$ cat config.mk
export PLATFORM = sky130hd
export DESIGN_NAME = ansi_terminal_byte_handler_core
export DESIGN_NICKNAME = d
export VERILOG_FILES = /design/src/hw/rtl/atbh_pkg.sv /design/src/hw/rtl/atbh_parser.sv /design/src/hw/rtl/ansi_terminal_byte_handler_core.sv
export SDC_FILE = /design/constraint.sdc
export NUM_CORES = 1
export LEC_CHECK = 0
export ABC_AREA = 1
export BUFFER_PORTS_ARGS = -buffer_cell sky130_fd_sc_hd__buf_2
export CAP_MARGIN = 0
export CORE_MARGIN = 4
export CORE_UTILIZATION = 55
export DETAILED_ROUTE_END_ITERATION = 12
export HOLD_SLACK_MARGIN = 0.08
export PLACE_DENSITY = 0.81
export SYNTH_ARGS = -nofsm -noshare
export SYNTH_HDL_FRONTEND = slang
export SYNTH_HIERARCHICAL = 1
export SYNTH_SLANG_ARGS = --single-unit
$ cat constraint.sdc
create_clock -name clock -period 5.1 [get_ports clock]
set_input_delay 0.765 -clock clock [delete_from_list [all_inputs] [get_ports clock]]
set_output_delay 0.765 -clock clock [all_outputs]
set_load 0.02 [all_outputs]
$ cat src/hw/rtl/atbh_pkg.sv
package atbh_pkg;

   // Field widths fixed by the interface
   localparam int unsigned CHAR_W  = 8;
   localparam int unsigned COL_W   = 8;
   localparam int unsigned LINE_W  = 8;
   localparam int unsigned STYLE_W = 7;
   localparam int unsigned CODE_W  = 8;
   localparam int unsigned LCNT_W  = 9;
   localparam int unsigned CSR_AW  = 3;
   localparam int unsigned CSR_DW  = 32;

   localparam int unsigned MAX_LINES_DEFAULT = 256;

   // Register reset values
   localparam logic [COL_W-1:0]  WIDTH_CHARS_RESET = 8'd106;
   localparam logic [LCNT_W-1:0] TOTAL_LINES_RESET = 9'd48;

   // Register indexes (byte address bit 2)
   localparam logic REG_WIDTH_CHARS = 1'b0;
   localparam logic REG_TOTAL_LINES = 1'b1;

   // Characters
   localparam logic [CHAR_W-1:0] CHAR_ESC       = 8'h1b;
   localparam logic [CHAR_W-1:0] CHAR_LBRACKET  = 8'h5b;
   localparam logic [CHAR_W-1:0] CHAR_SEMICOLON = 8'h3b;
   localparam logic [CHAR_W-1:0] CHAR_SGR_END   = 8'h6d;
   localparam logic [CHAR_W-1:0] CHAR_NEWLINE   = 8'h0a;
   localparam logic [CHAR_W-1:0] CHAR_ZERO      = 8'h30;
   localparam logic [CHAR_W-1:0] CHAR_NINE      = 8'h39;
   localparam logic [CHAR_W-1:0] CHAR_PRINT_LO  = 8'h20;
   localparam logic [CHAR_W-1:0] CHAR_PRINT_HI  = 8'h7e;

   // Style bits: [2:0] fg, [3] bold, [6:4] bg
   localparam logic [STYLE_W-1:0] STYLE_DEFAULT = 7'h07;
   localparam logic [STYLE_W-1:0] STYLE_BOLD    = 7'h08;
   localparam logic [STYLE_W-1:0] STYLE_FG      = 7'h07;
   localparam logic [STYLE_W-1:0] STYLE_BG      = 7'h70;

   // SGR codes
   localparam logic [CODE_W-1:0] SGR_RESET   = 8'd0;
   localparam logic [CODE_W-1:0] SGR_BOLD    = 8'd1;
   localparam logic [CODE_W-1:0] SGR_FG_BASE = 8'd30;
   localparam logic [CODE_W-1:0] SGR_FG_LAST = 8'd37;
   localparam logic [CODE_W-1:0] SGR_BG_BASE = 8'd40;
   localparam logic [CODE_W-1:0] SGR_BG_LAST = 8'd47;

   typedef enum logic [1:0] {
      ST_IDLE = 2'd0,
      ST_ESC  = 2'd1,
      ST_CSI  = 2'd2
   } parse_state_type;

   // Style update for one finished SGR code
   function automatic logic [STYLE_W-1:0] apply_code(
      input logic [STYLE_W-1:0] style,
      input logic [CODE_W-1:0]  code
   );
      logic [CODE_W-1:0]  delta;
      logic [STYLE_W-1:0] res;
      delta = '0;
      res   = style;
      if (code == SGR_RESET) begin
         res = STYLE_DEFAULT;
      end else if (code == SGR_BOLD) begin
         res = style | STYLE_BOLD;
      end else if (code inside {[SGR_FG_BASE:SGR_FG_LAST]}) begin
         delta = code - SGR_FG_BASE;
         res   = (style & ~STYLE_FG) | {4'b0, delta[2:0]};
      end else if (code inside {[SGR_BG_BASE:SGR_BG_LAST]}) begin
         delta = code - SGR_BG_BASE;
         res   = (style & ~STYLE_BG) | {delta[2:0], 4'b0};
      end
      return res;
   endfunction

endpackage

$ cat src/hw/rtl/atbh_parser.sv
// Escape parser with SGR code accumulator and current style.
module atbh_parser (
   input  logic                               clock,
   input  logic                               reset,
   input  logic                               step,
   input  logic [atbh_pkg::CHAR_W-1:0]        char_code,
   output logic                               consumed,
   output logic [atbh_pkg::STYLE_W-1:0]       style
);

   atbh_pkg::parse_state_type         state_ff, state_in;
   logic [atbh_pkg::CODE_W-1:0]       acc_ff, acc_in;
   logic [atbh_pkg::STYLE_W-1:0]      style_ff, style_in;
   logic                              is_digit;
   logic [atbh_pkg::CODE_W-1:0]       digit;

   assign is_digit = char_code inside {[atbh_pkg::CHAR_ZERO:atbh_pkg::CHAR_NINE]};
   assign digit    = char_code - atbh_pkg::CHAR_ZERO;

   always_comb begin
      state_in = atbh_pkg::ST_IDLE;
      acc_in   = acc_ff;
      style_in = style_ff;
      consumed = 1'b0;
      case (state_ff)
         atbh_pkg::ST_ESC: begin
            if (char_code == atbh_pkg::CHAR_LBRACKET) begin
               state_in = atbh_pkg::ST_CSI;
               acc_in   = '0;
               consumed = 1'b1;
            end
         end
         atbh_pkg::ST_CSI: begin
            if (is_digit) begin
               // times ten, wrapping at eight bits
               acc_in   = (acc_ff << 3) + (acc_ff << 1) + digit;
               state_in = atbh_pkg::ST_CSI;
               consumed = 1'b1;
            end else if (char_code == atbh_pkg::CHAR_SEMICOLON ||
                         char_code == atbh_pkg::CHAR_SGR_END) begin
               style_in = atbh_pkg::apply_code(style_ff, acc_ff);
               acc_in   = '0;
               consumed = 1'b1;
               state_in = (char_code == atbh_pkg::CHAR_SGR_END) ?
                          atbh_pkg::ST_IDLE : atbh_pkg::ST_CSI;
            end
         end
         default: begin
            if (char_code == atbh_pkg::CHAR_ESC) begin
               state_in = atbh_pkg::ST_ESC;
               consumed = 1'b1;
            end
         end
      endcase
   end

   assign style = style_ff;

   always_ff @(posedge clock) begin
      if (reset) begin
         state_ff <= atbh_pkg::ST_IDLE;
         acc_ff   <= '0;
         style_ff <= atbh_pkg::STYLE_DEFAULT;
      end else if (step) begin
         state_ff <= state_in;
         acc_ff   <= acc_in;
         style_ff <= style_in;
      end
   end

endmodule

$ cat src/hw/rtl/ansi_terminal_byte_handler_core.sv
// ANSI terminal byte handler: takes one character byte per word on req_ and gives exactly
// one result word on rsp_ for each, in order. ESC '[' <codes separated by ';'> 'm' sets
// the style (0 default white on black, 1 bold, 30-37 fg, 40-47 bg); printable bytes
// 0x20-0x7e report a cell write at the current line and column, and a newline or a write
// into the last column moves to the next line of the circular buffer and reports it as the
// line to clear. Each byte moves from the input register to the result register, and a
// new byte is taken every cycle as long as the result side is not held off; the parser
// and cursor state update together with the result register. Registers: width_chars at
// 0x0, total_lines at 0x4; write them only while no word is in flight.
module ansi_terminal_byte_handler_core #(
   parameter int unsigned MAX_LINES = atbh_pkg::MAX_LINES_DEFAULT
) (
   input  logic                               clock,
   input  logic                               reset,
   // byte input
   input  logic                               req_valid,
   output logic                               req_ready,
   input  logic [atbh_pkg::CHAR_W-1:0]        req_char_code,
   // result output
   output logic                               rsp_valid,
   input  logic                               rsp_ready,
   output logic                               rsp_cell_write,
   output logic [atbh_pkg::LINE_W-1:0]        rsp_write_line,
   output logic [atbh_pkg::COL_W-1:0]         rsp_write_column,
   output logic [atbh_pkg::CHAR_W-1:0]        rsp_write_char,
   output logic [atbh_pkg::STYLE_W-1:0]       rsp_write_style,
   output logic                               rsp_new_line,
   output logic [atbh_pkg::LINE_W-1:0]        rsp_cleared_line,
   output logic                               rsp_consumed_by_escape,
   // register port
   input  logic                               csr_psel,
   input  logic                               csr_penable,
   input  logic                               csr_pwrite,
   input  logic [atbh_pkg::CSR_AW-1:0]        csr_paddr,
   input  logic [atbh_pkg::CSR_DW-1:0]        csr_pwdata,
   output logic [atbh_pkg::CSR_DW-1:0]        csr_prdata,
   output logic                               csr_pready
);

   localparam logic [atbh_pkg::LCNT_W-1:0] LINES_MAX = atbh_pkg::LCNT_W'(MAX_LINES);

   // Configuration registers
   logic [atbh_pkg::COL_W-1:0]   width_chars_ff;
   logic [atbh_pkg::LCNT_W-1:0]  total_lines_ff;
   logic                         csr_wr;

   // Input register
   logic                         in_valid_ff;
   logic [atbh_pkg::CHAR_W-1:0]  in_char_ff;
   logic                         advance;

   // Cursor state
   logic [atbh_pkg::COL_W-1:0]   cursor_col_ff, cursor_col_in;
   logic [atbh_pkg::LINE_W-1:0]  end_line_ff, end_line_in;

   // Result register
   logic                         rsp_valid_ff;
   logic                         cell_write_ff, cell_write_in;
   logic [atbh_pkg::LINE_W-1:0]  write_line_ff, write_line_in;
   logic [atbh_pkg::COL_W-1:0]   write_column_ff, write_column_in;
   logic [atbh_pkg::CHAR_W-1:0]  write_char_ff, write_char_in;
   logic [atbh_pkg::STYLE_W-1:0] write_style_ff, write_style_in;
   logic                         new_line_ff, new_line_in;
   logic [atbh_pkg::LINE_W-1:0]  cleared_line_ff, cleared_line_in;
   logic                         consumed_ff;

   // Parser outputs
   logic                         consumed;
   logic [atbh_pkg::STYLE_W-1:0] style;

   // Line wrap helpers
   logic [atbh_pkg::LCNT_W-1:0]  lines_eff;
   logic [atbh_pkg::LCNT_W-1:0]  line_plus;
   logic [atbh_pkg::LINE_W-1:0]  next_line;
   logic [atbh_pkg::COL_W:0]     col_plus;
   logic                         printable;

   // ---------------------------------------------------------------- registers
   assign csr_pready = 1'b1;
   assign csr_wr     = csr_psel && csr_penable && csr_pwrite && csr_pready;

   always_ff @(posedge clock) begin
      if (reset) begin
         width_chars_ff <= atbh_pkg::WIDTH_CHARS_RESET;
         total_lines_ff <= atbh_pkg::TOTAL_LINES_RESET;
      end else if (csr_wr) begin
         case (csr_paddr[2])
            atbh_pkg::REG_WIDTH_CHARS: width_chars_ff <= csr_pwdata[atbh_pkg::COL_W-1:0];
            atbh_pkg::REG_TOTAL_LINES: total_lines_ff <= csr_pwdata[atbh_pkg::LCNT_W-1:0];
            default: ;
         endcase
      end
   end

   always_comb begin
      case (csr_paddr[2])
         atbh_pkg::REG_WIDTH_CHARS:
            csr_prdata = {{(atbh_pkg::CSR_DW-atbh_pkg::COL_W){1'b0}}, width_chars_ff};
         atbh_pkg::REG_TOTAL_LINES:
            csr_prdata = {{(atbh_pkg::CSR_DW-atbh_pkg::LCNT_W){1'b0}}, total_lines_ff};
         default:
            csr_prdata = '0;
      endcase
   end

   // ---------------------------------------------------------------- handshake
   // Advance the held byte into the result register whenever that register is
   // empty or being drained; take a new byte whenever the input register is empty or moves.
   assign advance   = in_valid_ff && (!rsp_valid_ff || rsp_ready);
   assign req_ready = !in_valid_ff || advance;

   always_ff @(posedge clock) begin
      if (reset) begin
         in_valid_ff <= 1'b0;
      end else if (req_ready) begin
         in_valid_ff <= req_valid;
      end
   end

   always_ff @(posedge clock) begin
      if (req_ready && req_valid) begin
         in_char_ff <= req_char_code;
      end
   end

   // ---------------------------------------------------------------- parser
   atbh_parser u_parser (
      .clock     (clock),
      .reset     (reset),
      .step      (advance),
      .char_code (in_char_ff),
      .consumed  (consumed),
      .style     (style)
   );

   // ---------------------------------------------------------------- cursor
   // Clamp the line count into 1..MAX_LINES, then wrap the line index.
   always_comb begin
      if (total_lines_ff == '0) begin
         lines_eff = atbh_pkg::LCNT_W'(1);
      end else if (total_lines_ff > LINES_MAX) begin
         lines_eff = LINES_MAX;
      end else begin
         lines_eff = total_lines_ff;
      end
      line_plus = {1'b0, end_line_ff} + atbh_pkg::LCNT_W'(1);
      next_line = (line_plus >= lines_eff) ? '0 : line_plus[atbh_pkg::LINE_W-1:0];
      col_plus  = {1'b0, cursor_col_ff} + (atbh_pkg::COL_W+1)'(1);
   end

   assign printable = in_char_ff inside {[atbh_pkg::CHAR_PRINT_LO:atbh_pkg::CHAR_PRINT_HI]};

   always_comb begin
      cursor_col_in   = cursor_col_ff;
      end_line_in     = end_line_ff;
      cell_write_in   = 1'b0;
      write_line_in   = '0;
      write_column_in = '0;
      write_char_in   = '0;
      write_style_in  = '0;
      new_line_in     = 1'b0;
      cleared_line_in = '0;
      if (!consumed) begin
         if (in_char_ff == atbh_pkg::CHAR_NEWLINE) begin
            end_line_in     = next_line;
            cursor_col_in   = '0;
            new_line_in     = 1'b1;
            cleared_line_in = next_line;
         end else if (printable) begin
            cell_write_in   = 1'b1;
            write_line_in   = end_line_ff;
            write_column_in = cursor_col_ff;
            write_char_in   = in_char_ff;
            write_style_in  = style;
            // last column (or a width shrunk below the cursor): wrap to a fresh line
            if (col_plus >= {1'b0, width_chars_ff}) begin
               end_line_in     = next_line;
               cursor_col_in   = '0;
               new_line_in     = 1'b1;
               cleared_line_in = next_line;
            end else begin
               cursor_col_in = col_plus[atbh_pkg::COL_W-1:0];
            end
         end
      end
   end

   always_ff @(posedge clock) begin
      if (reset) begin
         cursor_col_ff <= '0;
         end_line_ff   <= '0;
      end else if (advance) begin
         cursor_col_ff <= cursor_col_in;
         end_line_ff   <= end_line_in;
      end
   end

   // ---------------------------------------------------------------- result
   always_ff @(posedge clock) begin
      if (reset) begin
         rsp_valid_ff <= 1'b0;
      end else if (advance) begin
         rsp_valid_ff <= 1'b1;
      end else if (rsp_ready) begin
         rsp_valid_ff <= 1'b0;
      end
   end

   always_ff @(posedge clock) begin
      if (advance) begin
         cell_write_ff   <= cell_write_in;
         write_line_ff   <= write_line_in;
         write_column_ff <= write_column_in;
         write_char_ff   <= write_char_in;
         write_style_ff  <= write_style_in;
         new_line_ff     <= new_line_in;
         cleared_line_ff <= cleared_line_in;
         consumed_ff     <= consumed;
      end
   end

   assign rsp_valid              = rsp_valid_ff;
   assign rsp_cell_write         = cell_write_ff;
   assign rsp_write_line         = write_line_ff;
   assign rsp_write_column       = write_column_ff;
   assign rsp_write_char         = write_char_ff;
   assign rsp_write_style        = write_style_ff;
   assign rsp_new_line           = new_line_ff;
   assign rsp_cleared_line       = cleared_line_ff;
   assign rsp_consumed_by_escape = consumed_ff;

   // ---------------------------------------------------------------- checks
   // A byte taken by the escape parser never writes a cell or moves the line.
   a_escape_exclusive: assert property (@(posedge clock) disable iff (reset)
      rsp_valid_ff && consumed_ff |-> !cell_write_ff && !new_line_ff)
      else $error("escape word also wrote a cell or moved the line");

   // A fresh line leaves the cursor at column zero on the reported line.
   a_new_line_cursor: assert property (@(posedge clock) disable iff (reset)
      rsp_valid_ff && new_line_ff |-> cursor_col_ff == '0 && end_line_ff == cleared_line_ff)
      else $error("cursor does not match reported new line");

   // A write without a line move leaves the cursor one column further on the same line.
   a_write_advance: assert property (@(posedge clock) disable iff (reset)
      rsp_valid_ff && cell_write_ff && !new_line_ff |->
         cursor_col_ff == write_column_ff + atbh_pkg::COL_W'(1) &&
         end_line_ff == write_line_ff)
      else $error("cursor did not advance after a cell write");

   // Every byte moved forward shows up as a result in the next cycle.
   a_advance_result: assert property (@(posedge clock) disable iff (reset)
      advance |=> rsp_valid_ff)
      else $error("advanced word produced no result");

endmodule

==> impl_metrics.csv <==
group,metric,value,unit
cts,cts.reportedPaths.clkPinSlew,0.10,ns
pwr,p_leak,3.03,nW
critical_path,crit_arrival,3.15,ns
cts,cts_resized,0,
detailed_routing,vias_per_cell,5.16,
pwr,intPower,1.17,mW
logic_synthesis,synth_top_area_share,26.5,%
logic_synthesis,synthTopCellsByArea,"edfxtp_1 (26%), dfxtp_1 (18%), nand2_1 (8.9%), ha_1 (7.3%), nor2_1 (6.9%)",
pwr,comb_power_share,11.5,%
run_status,status,"finished, final reports clean",
sta,setup_ws,2.18,ns
logic_synthesis,syn_area_per_cell,8.06,sq um
die,die-area,12000,sq um
grt,grt_pass1_wl,19800,um
die,start_util,57.2,%
pwr,p_total,1.60,mW
cts,cts_buffers,9,
sta,tightest_slew,0.966,ns
sta,finClkSkew,0.0132,ns
final_layout,drive_above_1_share,15.7,%
sta,fmax,0.343,GHz
pwr,power.density,255,nW/um^2
sta,finalSetupTns,0,ns
logic_synthesis,synth_top_family_by_area,"simple AND/OR/NAND/NOR gates",
cts,cts-root-buf,"clkbuf_8",
grt,overflow,0,
min_path,hp-class,"reg -> reg",
critical_path,cp-end-kind,"flip-flop",
placement,io_buffers,77,
grt,groute.usage.overall,20.7,%
detailed_routing,drt_first_pass_iters,6,
sta,finalSetupViolations,0,
sta,relSlewSlack,35.5,%
critical_path,r2r_cells,17,
die,num_io_pins,127,
detailed_routing,routed_wirelength,12100,um
detailed_routing,drt-initial-drc-count,319,
logic_synthesis,syn_inst,704,
die,die_w,110,um
logic_synthesis,synth-compound-area-share,8.16,%
pwr,swShare,26.8,%
logic_synthesis,synth_top_cell_by_area,"edfxtp_1",
sta,slew_viol_final,0,
cts,cts_max_path_buffers,2,
critical_path,crit_required,5.34,ns
sta,hold_viol,0,
cts,h-tree-depth,3,
die,die_height,110,um
sta,min_period,2.92,ns
logic_synthesis,ys_seq_area_share,44.8,%
grt,grt_pass1_vias,4405,
final_layout,layout.nets,867,
cts,ctsHoldBuffers,0,
final_layout,area_growth,10.4,%
cts,cts_sinks,102,
cts,cts_tree,"yes",
critical_path,worstPathMaxFanout,32,
grt,antenna_found_initial,0,
die,std_cell_rows,36,
cts,clock_latency,0.36,ns
critical_path,critical_path_class,"reg -> reg",
placement,globalplace.congestion,0.946,
logic_synthesis,yosys.area_share.simple,24.7,%
sta,hold_slack,0.452,ns
logic_synthesis,yosys_register_bits,102,
cts,cts_setup_buffers,0,
detailed_routing,post-route-drc-count,0,
detailed_routing,routedWlPerCell,13.2,um
logic_synthesis,synth_xor_area_share,1.70,%
pwr,switching_power,0.428,mW
run,maxCapViolations,0,
sta,rsz0062_at_grt,"false",
logic_synthesis,syn_area,5670,sq um
placement,pre_cts_ws,2.16,ns
logic_synthesis,yosys_warnings,6,
logic_synthesis,ys_types,36,
sta,fin_crit_sh,57.2,%
grt,grt_start_max_net_pins,49,
pwr,peakVddDrop,153,uV
logic_synthesis,synthMuxAreaShare,0,%
pwr,power_frac_clock,31.7,%
final_layout,num_antenna_cells,0,
critical_path,critPathLaunchType,"flip-flop",
min_path,hold_depth,2,
pwr,power_frac_seq,56.8,%
detailed_routing,vias,4734,
logic_synthesis,synthAdderAreaFrac,9.04,%
detailed_routing,ant_nets,0,
placement,dp_hpwl,9060,um
die,core-area,9910,sq um
[routing by layer]
metal	track usage, %	routed length (um)
met4	7.57	207
met5	0	0
met3	2.99	954
met1	28.3	5290
met2	33.6	5610
[state kept, by name (all words and copies together) (netlist names), 2 cells and up]
name	count
cursor_col_ff	8
end_line_ff	8
in_char_ff	8
rsp_cleared_line	8
rsp_write_char	8
rsp_write_column	8
rsp_write_line	8
rsp_write_style	7
total_lines_ff	9
u_parser/acc_ff	8
u_parser/state_ff	2
u_parser/style	7
width_chars_ff	8
[logic make-up after synthesis]
logic type | Yosys count
XOR/XNOR | 11
AO/OA/AOI/OAI | 88
AND/OR/NAND/NOR | 321
flip-flops | 102
other | 2
buffers and inverters | 142
adder cells (fa/ha/maj) | 38
[worst paths after layout]
check | end | slack, ns | from
worst min register to register | u_parser/style[3] | 0.45 | u_parser/style[3]
worst min-delay path | u_parser/style[3] | 0.45 | u_parser/style[3]
worst max-delay path | cursor_col_ff[0] | 2.18 | in_char_ff[2]
worst max register to register | cursor_col_ff[0] | 2.18 | in_char_ff[2]
[critical path, stage by stage (launching register included)]
cell      delay [ns]
edfxtp_1        0.55
inv_1           0.07
nand2_1         0.08
nor2_2          0.06
nand2_1         0.07
nand2_1         0.13
o21ai_0         0.18
nand2_1         0.07
nand2_1         0.06
nand2_1         0.09
nor3_2          0.27
o21ai_4         0.28
nand2_4         0.18
nand2_4         0.13
inv_4           0.23
nand2_2         0.10
nand2_2         0.17
a21oi_1         0.07
[layout make-up]
class / instances / area, sq um
Clock buffer: 9 / 124
Clock inverter: 7 / 73.8
Fill cell: 856 / 3650
Inverter: 106 / 403
Multi-Input combinational cell: 483 / 2570
Sequential cell: 102 / 2540
Tap cell: 133 / 166
Timing Repair Buffer: 77 / 385
[power groups by stage]
stage / Sequential [mW] / Clock, mW / Combinational, mW
6_report: 0.908 / 0.507 / 0.184
5_1_grt: 0.910 / 0.551 / 0.207
4_1_cts: 0.907 / 0.518 / 0.184
3_5_place_dp: 0.926 / 0 / 0.182
3_3_place_gp: 0.924 / 0 / 0.176
2_1_floorplan: 0.941 / 0 / 0.128
[Yosys cell counts (all sizes together)]
| library cell | number |
|---|---|
| a21oi | 43 |
| nand3b | 2 |
| nor2 | 108 |
| xor2 | 10 |
| nor4 | 1 |
| nand2 | 145 |
| dfxtp | 52 |
| nor3b | 1 |
| nand4 | 7 |
| and3 | 1 |
| and2 | 2 |
| nand3 | 49 |
| buf | 28 |
| conb | 2 |
| fa | 5 |
| xnor2 | 1 |
| clkbuf | 8 |
| edfxtp | 50 |
| ha | 33 |
| o22ai | 1 |
| o21ai | 44 |
| nor3 | 5 |
| inv | 106 |
[through the flow]
stage	cells	cell area, sq um	util (%)
floorplan	727	5760	-
global placement	901	6060	61.2
detailed placement	901	6060	61.2
CTS	917	6260	63.2
global route	917	6260	63.2
finish	917	6260	63.2
[layout by cell type (no fill, tap or decap), types with 3 or more instances in the layout]
cell type and n:
nand2_1 135, nor2_1 104, inv_1 99, buf_2 77, dfxtp_1 52, edfxtp_1 50, nand3_1 47, a21oi_1 43
o21ai_0 40, ha_1 33, conb_1 25, xor2_1 10, clkbuf_8 9, nand4_1 7, nand2_2 6, inv_2 5
fa_1 5, nand2_4 4, nor3_1 3
No activity file was read; power rests on OpenSTA's default activity.
